<file path="config.mk">
export PLATFORM = sky130hd
export DESIGN_NAME = rgbe_scanline_rle_decoder_unit
export DESIGN_NICKNAME = d
export VERILOG_FILES = /design/src/sv/rsrd_pkg.sv /design/src/sv/rgbe_scanline_rle_decoder_unit.sv /design/src/sv/rsrd_cfg_regs.sv /design/src/sv/rsrd_decode.sv
export SDC_FILE = /design/constraint.sdc
export NUM_CORES = 1
export LEC_CHECK = 0
export ABC_AREA = 1
export BUFFER_PORTS_ARGS = -buffer_cell sky130_fd_sc_hd__clkbuf_2
export CAP_MARGIN = 20
export CORE_MARGIN = 8
export CORE_UTILIZATION = 60
export CTS_CLUSTER_SIZE = 20
export DETAILED_ROUTE_END_ITERATION = 8
export PLACE_DENSITY_LB_ADDON = 0.15
export SLEW_MARGIN = 10
export SYNTH_ARGS = -nofsm -noshare
export SYNTH_HDL_FRONTEND = slang
export SYNTH_SLANG_ARGS = --single-unit
</file>
<file path="constraint.sdc">
create_clock -name clk -period 5.4 [get_ports clk]
set_input_delay 0 -clock clk [delete_from_list [all_inputs] [get_ports clk]]
set_output_delay 0 -clock clk [all_outputs]
set_load 0.1 [all_outputs]
</file>
<file path="src/sv/rsrd_pkg.sv">
// ----------------------------------------------------------------------------
// rsrd_pkg
// shared types and constants for the rgbe scanline run-length decoder
// ----------------------------------------------------------------------------
`default_nettype none

package rsrd_pkg;

  localparam int DimW = 15;
  localparam int ChW  = 2;
  localparam int LenW = 8;
  localparam int ByteW = 8;
  localparam int HdrW = 2;

  localparam logic [HdrW-1:0]  HdrLast   = 2'd3;
  localparam logic [ChW-1:0]   ChLast    = 2'd3;
  localparam logic [ByteW-1:0] RunMarker = 8'd128;

  // register indexes
  localparam logic CfgWidth  = 1'b0;
  localparam logic CfgHeight = 1'b1;

  typedef enum logic [2:0] {
    PH_HEADER,
    PH_COUNT,
    PH_RUN,
    PH_LITERAL,
    PH_STOP
  } phase_t;

  typedef struct packed {
    logic [DimW-1:0] width;
    logic [DimW-1:0] height;
  } dims_t;

  typedef struct packed {
    logic             format_error;
    logic             image_done;
    logic             row_done;
    logic [ByteW-1:0] byte_value;
    logic [LenW-1:0]  run_length;
    logic [DimW-1:0]  start_column;
    logic [ChW-1:0]   channel_index;
    logic [DimW-1:0]  row_index;
  } result_t;

endpackage

`default_nettype wire

</file>
<file path="src/sv/rgbe_scanline_rle_decoder_unit.sv">
// ----------------------------------------------------------------------------
// rgbe_scanline_rle_decoder_unit
// run-length scanline decoder for the pixel body of an rgbe image
// ----------------------------------------------------------------------------
//  channel  dir  handshake            payload
//  in_      in   in_tvalid/in_tready  tdata: stream_byte
//  out_     out  out_tvalid/out_tready tdata: row, channel, column, length,
//                                     value; tlast: row_done;
//                                     tuser: image_done, format_error
//  cfg_     in   cfg_we               cfg_index, cfg_wdata
//
//  one byte per cycle sustained while out_ is not stalled; a result, where
//  a byte yields one, goes from the byte register to the result register
//  the byte register and the result register each hold one request
//  bytes advance whenever the result register is empty or being drained
//  synchronous active-low reset; no clearing pass, the block is ready at once
// ----------------------------------------------------------------------------
`default_nettype none

module rgbe_scanline_rle_decoder_unit #(
  parameter int MAX_DIM = 32767
) (
  input  wire logic        clk,
  input  wire logic        rst_n,
  input  wire logic        in_tvalid,
  output logic             in_tready,
  input  wire logic [7:0]  in_tdata,   // [7:0] stream_byte
  output logic             out_tvalid,
  input  wire logic        out_tready,
  output logic [47:0]      out_tdata,  // [14:0] row_index, [16:15] channel_index,
                                       // [31:17] start_column, [39:32] run_length,
                                       // [47:40] byte_value
  output logic             out_tlast,  // row_done
  output logic [1:0]       out_tuser,  // [0] image_done, [1] format_error
  input  wire logic        cfg_we,
  input  wire logic        cfg_index,
  input  wire logic [14:0] cfg_wdata
);
  import rsrd_pkg::*;

  dims_t            dims;
  result_t          res;
  logic             res_valid;

  logic             in_valid_r, in_valid_nxt;
  logic [ByteW-1:0] in_byte_r;
  logic             out_valid_r, out_valid_nxt;
  result_t          out_res_r;
  logic             drain;
  logic             step;
  logic             in_fire;

  rsrd_cfg_regs #(
    .MAX_DIM (MAX_DIM)
  ) u_cfg (
    .clk       (clk),
    .rst_n     (rst_n),
    .cfg_we    (cfg_we),
    .cfg_index (cfg_index),
    .cfg_wdata (cfg_wdata),
    .dims      (dims)
  );

  rsrd_decode u_dec (
    .clk       (clk),
    .rst_n     (rst_n),
    .step      (step),
    .byte_in   (in_byte_r),
    .dims      (dims),
    .res       (res),
    .res_valid (res_valid)
  );

  assign drain     = !out_valid_r || out_tready;
  assign step      = in_valid_r && drain;
  assign in_tready = !in_valid_r || drain;
  assign in_fire   = in_tvalid && in_tready;

  always_comb begin
    in_valid_nxt = in_valid_r;
    if (in_fire) begin
      in_valid_nxt = 1'b1;
    end else if (step) begin
      in_valid_nxt = 1'b0;
    end
    out_valid_nxt = drain ? res_valid : out_valid_r;
  end

  always_ff @(posedge clk) begin
    if (!rst_n) begin
      in_valid_r  <= 1'b0;
      out_valid_r <= 1'b0;
    end else begin
      in_valid_r  <= in_valid_nxt;
      out_valid_r <= out_valid_nxt;
    end
  end

  always_ff @(posedge clk) begin
    if (in_fire) begin
      in_byte_r <= in_tdata;
    end
    if (step && res_valid) begin
      out_res_r <= res;
    end
  end

  assign out_tvalid = out_valid_r;
  assign out_tdata  = {out_res_r.byte_value, out_res_r.run_length, out_res_r.start_column,
                       out_res_r.channel_index, out_res_r.row_index};
  assign out_tlast  = out_res_r.row_done;
  assign out_tuser  = {out_res_r.format_error, out_res_r.image_done};

endmodule

`default_nettype wire

</file>
<file path="src/sv/rsrd_cfg_regs.sv">
// ----------------------------------------------------------------------------
// rsrd_cfg_regs
// image width and height registers, clamped to MAX_DIM on write
// ----------------------------------------------------------------------------
`default_nettype none

module rsrd_cfg_regs #(
  parameter int MAX_DIM = 32767
) (
  input  wire logic                    clk,
  input  wire logic                    rst_n,
  input  wire logic                    cfg_we,
  input  wire logic                    cfg_index,
  input  wire logic [rsrd_pkg::DimW-1:0] cfg_wdata,
  output rsrd_pkg::dims_t              dims
);
  import rsrd_pkg::*;

  localparam logic [DimW:0] MaxDimW = (DimW+1)'(MAX_DIM);

  logic [DimW-1:0] clamped;
  dims_t           dims_r;
  dims_t           dims_nxt;

  assign clamped = ({1'b0, cfg_wdata} > MaxDimW) ? MaxDimW[DimW-1:0] : cfg_wdata;

  always_comb begin
    dims_nxt = dims_r;
    if (cfg_we) begin
      unique case (cfg_index)
        CfgWidth:  dims_nxt.width  = clamped;
        CfgHeight: dims_nxt.height = clamped;
        default:   dims_nxt = dims_r;
      endcase
    end
  end

  always_ff @(posedge clk) begin
    if (!rst_n) begin
      dims_r.width  <= DimW'(1024);
      dims_r.height <= DimW'(512);
    end else begin
      dims_r <= dims_nxt;
    end
  end

  assign dims = dims_r;

endmodule

`default_nettype wire

</file>
<file path="src/sv/rsrd_decode.sv">
// ----------------------------------------------------------------------------
// rsrd_decode
// per-byte decode state and result formation for the run-length scanline body
// ----------------------------------------------------------------------------
`default_nettype none

module rsrd_decode (
  input  wire logic                     clk,
  input  wire logic                     rst_n,
  input  wire logic                     step,
  input  wire logic [rsrd_pkg::ByteW-1:0] byte_in,
  input  wire rsrd_pkg::dims_t          dims,
  output rsrd_pkg::result_t             res,
  output logic                          res_valid
);
  import rsrd_pkg::*;

  phase_t          phase_r, phase_nxt;
  logic [HdrW-1:0] hdr_r, hdr_nxt;
  logic [DimW-1:0] col_r, col_nxt;
  logic [ChW-1:0]  ch_r, ch_nxt;
  logic [DimW-1:0] row_r, row_nxt;
  logic [LenW-1:0] pend_r, pend_nxt;

  logic            is_run_cnt;
  logic [LenW-1:0] cnt_len;
  logic [DimW-1:0] room;
  logic            cnt_err;
  logic [LenW-1:0] step_len;
  logic [DimW-1:0] col_new;
  logic            plane_end;
  logic            last_ch;
  logic [DimW-1:0] row_inc;
  logic            img_end;
  logic [LenW-1:0] pend_dec;
  logic            lit_last;
  logic            do_adv;

  assign is_run_cnt = byte_in > RunMarker;
  assign cnt_len    = is_run_cnt ? {1'b0, byte_in[ByteW-2:0]} : byte_in;
  assign room       = (col_r < dims.width) ? dims.width - col_r : '0;
  assign cnt_err    = (cnt_len == '0) || ({{(DimW-LenW){1'b0}}, cnt_len} > room);
  assign step_len   = (phase_r == PH_RUN) ? pend_r : LenW'(1);
  assign col_new    = col_r + {{(DimW-LenW){1'b0}}, step_len};
  assign plane_end  = !(col_new < dims.width);
  assign last_ch    = (ch_r == ChLast);
  assign row_inc    = row_r + DimW'(1);
  assign img_end    = (row_inc >= dims.height);
  assign pend_dec   = (pend_r != '0) ? pend_r - LenW'(1) : pend_r;
  assign lit_last   = (pend_dec == '0);
  assign do_adv     = (phase_r == PH_RUN) || ((phase_r == PH_LITERAL) && lit_last);

  // next state
  always_comb begin
    phase_nxt = phase_r;
    hdr_nxt   = hdr_r;
    col_nxt   = col_r;
    ch_nxt    = ch_r;
    row_nxt   = row_r;
    pend_nxt  = pend_r;
    unique case (phase_r)
      PH_HEADER: begin
        hdr_nxt = hdr_r + HdrW'(1);
        if (hdr_r == HdrLast) begin
          hdr_nxt   = '0;
          col_nxt   = '0;
          ch_nxt    = '0;
          phase_nxt = PH_COUNT;
        end
      end
      PH_COUNT: begin
        if (cnt_err) begin
          phase_nxt = PH_STOP;
        end else begin
          pend_nxt  = cnt_len;
          phase_nxt = is_run_cnt ? PH_RUN : PH_LITERAL;
        end
      end
      PH_RUN: begin
        col_nxt  = col_new;
        pend_nxt = '0;
      end
      PH_LITERAL: begin
        col_nxt  = col_new;
        pend_nxt = pend_dec;
      end
      PH_STOP: begin
        phase_nxt = PH_STOP;
      end
      default: begin
        phase_nxt = PH_STOP;
      end
    endcase
    if (do_adv) begin
      if (!plane_end) begin
        phase_nxt = PH_COUNT;
      end else begin
        col_nxt = '0;
        if (!last_ch) begin
          ch_nxt    = ch_r + ChW'(1);
          phase_nxt = PH_COUNT;
        end else begin
          ch_nxt    = '0;
          row_nxt   = img_end ? '0 : row_inc;
          hdr_nxt   = '0;
          phase_nxt = PH_HEADER;
        end
      end
    end
  end

  // result
  always_comb begin
    res.row_index     = row_r;
    res.channel_index = ch_r;
    res.start_column  = col_r;
    res.byte_value    = byte_in;
    res.run_length    = (phase_r == PH_COUNT) ? '0 : step_len;
    res.row_done      = do_adv && plane_end && last_ch;
    res.image_done    = do_adv && plane_end && last_ch && img_end;
    res.format_error  = (phase_r == PH_COUNT) && cnt_err;
    unique case (phase_r)
      PH_RUN, PH_LITERAL: res_valid = step;
      PH_COUNT:           res_valid = step && cnt_err;
      default:            res_valid = 1'b0;
    endcase
  end

  always_ff @(posedge clk) begin
    if (!rst_n) begin
      phase_r <= PH_HEADER;
      hdr_r   <= '0;
      col_r   <= '0;
      ch_r    <= '0;
      row_r   <= '0;
      pend_r  <= '0;
    end else if (step) begin
      phase_r <= phase_nxt;
      hdr_r   <= hdr_nxt;
      col_r   <= col_nxt;
      ch_r    <= ch_nxt;
      row_r   <= row_nxt;
      pend_r  <= pend_nxt;
    end
  end

endmodule

`default_nettype wire

</file>
==> flow_summary.toml <==
[cells_and_area]
fill_cells = 1050
regArea_sq_mm = 0.00331
layout-drive-gt1-share = 0.130
layout.cells.most_common = "nand2_1"
layout.nets = 1265
multiInputGateArea_sq_mm = 0.00411
area.growth.synth_to_final_pct = 17.0
num_antenna_cells = 0
layout_common_cells = "nand2_1, inv_1, a21oi_1"

[setup_path]
reg2reg_from = "u_dec.phase_r[2]$_SDFFE_PN0P_"
worst_ep_required_time_ns = 5.72
critical_path.slowest_cell = "fa_1"
critical_path.endpoint_type = "register"
critPathKind = "register to register"
cell_mode_on_critical_path = "nand2_1"
crit_path_max_incr_delay_ns = 0.43
worst_setup_path_start_kind = "register"
arrival_ns = 5.03
path_delay_family = "simple AND/OR/NAND/NOR gates"
critical_path.cell_chain = "nor2_1 -> inv_1 -> nor2_1 -> inv_1 -> nor2_1 -> inv_1 -> fa_1 -> nand3b_1 -> nand2_1 -> nand2_1 -> o211ai_1 -> nand2_1 -> nor3_1 -> xor2_1 -> ha_1 -> a21oi_1 -> o21ai_0 -> a21oi_1 -> nand2_1 -> nand2_2 -> nand2_1 -> inv_2 -> nand2_1 -> a21oi_1"
critPathBufInv = 4
critical_path_peak_fanout = 16
cp-startpoint = "u_dec.phase_r[2]$_SDFFE_PN0P_"

[grt]
groute.layer.met3.usage = 0.0568
grt_use_met1 = 0.315
grt_pass1_wl_um = 35800
grt_most_used_layer = "met2"
total_grt_usage = 0.250
grt_pass1_vias = 7153
pin_count_of_the_biggest_net_entering_global_routing = 60
initial_antenna_violation_count = 0
grt_remaining_overflow = 0
grtUsageMet2 = 0.407

[synthesis]
post_synth_main_area_contributors = "edfxtp_1, dfxtp_1, ha_1"
netlist_instances = 1062
synth.lib_cells_used.distinct = 53
syn_area_sq_mm = 0.00821
syn-num-nets = 1158
synthFlopType = "dfxtp_1"
synthesis.yosys.warnings = 0
synth_edf_count = 59
ys_seq_area_frac = 0.403
postSynthRegisterBits = 136
synth_async_sr_flop_share = 0
syn-mean-instance-area_sq_um = 7.73
netlist.area_leader.share = 0.216
synth.largest_area_cell = "edfxtp_1"

[hold_path]
hold_start = "rst_n"
hold_path_class = "primary input to register"

[detailed_routing]
vias_per_cell = 5.48
wl_per_cell_um = 16.1
ant_nets = 0
drt-total-wl_um = 21900
dr_drc_count = 0
dr.first_iter.drc_count = 607
first_pass_iters = 5
dr_total_vias = 7438

[power]
leakagePower_nw = 4.62
power-per-cell-area_mw_per_mm2 = 305
vdd.ir_drop.worst_uv = 231

[timing]
finalWorstPathRequiredPeriod_ns = 4.71
finalSetupViolCount = 0
min_period_over_period = 0.873
timing_worst_slew_pin_value_ns = 0.905
worst_path_setup_slack_after_routing_ns = 0.688
maxSlewHeadroom = 0.395
hold_violations = 0
finClkSkew_ns = 0.0105
max_clock_freq_mhz = 212
finalMaxSlewViolations = 0
grt_setup_unrepaired = "no"
setup_tns_ns = 0

[clocking]
max-clock-path-buffers = 2
h-tree-depth = 4
clkSlewWorstSetupHoldPaths_ns = 0.06
cts-buffers-inserted = 17
clock_sink_count = 136
clkLatencyLatePin_ns = 0.42
cts_tree = "yes"
clockRootBuffer = "clkbuf_16"

[place]
gp_congestion = 0.914
port_buffers = 81
detailed_place_hpwl_um = 15800
detailedPlace.worstSlack_ns = 0.903

[die]
initial_core_util = 0.618
die_width_um = 133
num_io_pins = 82
floorplan.die_area_sq_mm = 0.0177
rows = 42
core-area_sq_mm = 0.0133
die_height_um = 133

[status]
status = "completed"

[job]
max_cap_violations = 0
==> sequential cells by signal, indices dropped and copies added (netlist names) <==
signal and flops:
in_byte_r 8, in_valid_r 1, out_tdata 48, out_tlast 1
out_tuser 2, out_tvalid 1, u_cfg.dims 30, u_dec.ch_r 2
u_dec.col_r 15, u_dec.hdr_r 2, u_dec.pend_r 8, u_dec.phase_r 3
u_dec.row_r 15
==> Yosys cell counts (3+ instances only) <==
cell      instances
nand2_1         215
inv_1           169
a21oi_1         104
nor2_1           91
dfxtp_1          77
ha_1             65
o21ai_0          60
edfxtp_1         59
nand3_1          55
nand4_1          21
xor2_1           20
clkbuf_1         17
nor2_2            9
or2_2             9
nor3_1            8
o211ai_1          7
o21ai_1           6
o22ai_1           6
xnor2_1           5
a22oi_1           4
inv_2             4
nand2_2           4
a21boi_0          3
clkinv_1          3
nand3b_1          3
==> power breakdown <==
part | leakage (nW) | internal, mW | switching (mW)
registers | 1.21 | 1.11 | 0.0365
clock network | 0.278 | 0.690 | 0.442
logic | 3.13 | 0.211 | 0.437
==> worst reg2reg max path, cell delays in order, from the launching register on <==
cell,delay [ns]
dfxtp_1,0.33
nor2_1,0.15
inv_1,0.07
nor2_1,0.11
inv_1,0.23
nor2_1,0.30
inv_1,0.10
fa_1,0.43
nand3b_1,0.19
nand2_1,0.12
nand2_1,0.06
o211ai_1,0.15
nand2_1,0.19
nor3_1,0.24
xor2_1,0.29
ha_1,0.30
a21oi_1,0.15
o21ai_0,0.10
a21oi_1,0.15
nand2_1,0.15
nand2_2,0.16
nand2_1,0.13
inv_2,0.27
nand2_1,0.09
a21oi_1,0.17
==> repair_timing <==
action	4_1_cts	5_1_grt
gates resized for setup	0	0
buffers inserted	0	0
hold endpoints to repair	40	0
hold buffers	28	0
==> path summary, 6_finish.rpt <==
check | slack, ns | cells past startpoint | end
max reg2reg | 0.69 | 24 | u_dec.col_r[3]$_SDFFE_PN0P_
max | 0.69 | 24 | u_dec.col_r[3]$_SDFFE_PN0P_
min | 0.16 | 4 | u_dec.pend_r[2]$_SDFFE_PN0P_
min reg2reg | 0.46 | 2 | u_cfg.dims[14]$_SDFFE_PN0P_
==> layout make-up <==
type / count / share of cell area
inverter: 176 / 0.0688
clock inverter: 12 / 0.0132
tap: 176 / 0.0229
timing repair buffer: 113 / 0.0758
sequential: 136 / 0.345
clock buffer: 20 / 0.0465
multi-input combinational: 725 / 0.428
==> per-layer routing <==
metal  share of wire  wire [um]
met1            0.43       9470
met2            0.47      10200
met3           0.073       1600
met4           0.029        626
met5               0          0
==> logic make-up (layout without fill, tap and decap cells) <==
family,count (synthesis),count (layout),synth area share
AND/OR/NAND/NOR,431,431,0.236
XOR/XNOR,26,26,0.0286
flip-flops,136,136,0.403
buffers and inverters,201,321,0.0960
AO/OA/AOI/OAI,201,201,0.132
adder cells (fa/ha/maj),67,67,0.104
==> per-stage QoR <==
step | cell area (sq um) | power (mW) | hold slack (ns) | cells | util
3_5_place_dp | 8750 | 1.78 | 0.181 | 1297 | 0.658
5_1_grt | 9610 | 3.06 | 0.200 | 1358 | 0.723
6_report | 9610 | 2.93 | 0.155 | 1358 | 0.723
2_1_floorplan | 8210 | 1.64 | 0.0989 | 1062 | -
3_3_place_gp | 8750 | 1.78 | 0.178 | 1297 | 0.658
4_1_cts | 9600 | 2.92 | 0.144 | 1357 | 0.722
Power figures use the tool's default switching activity.
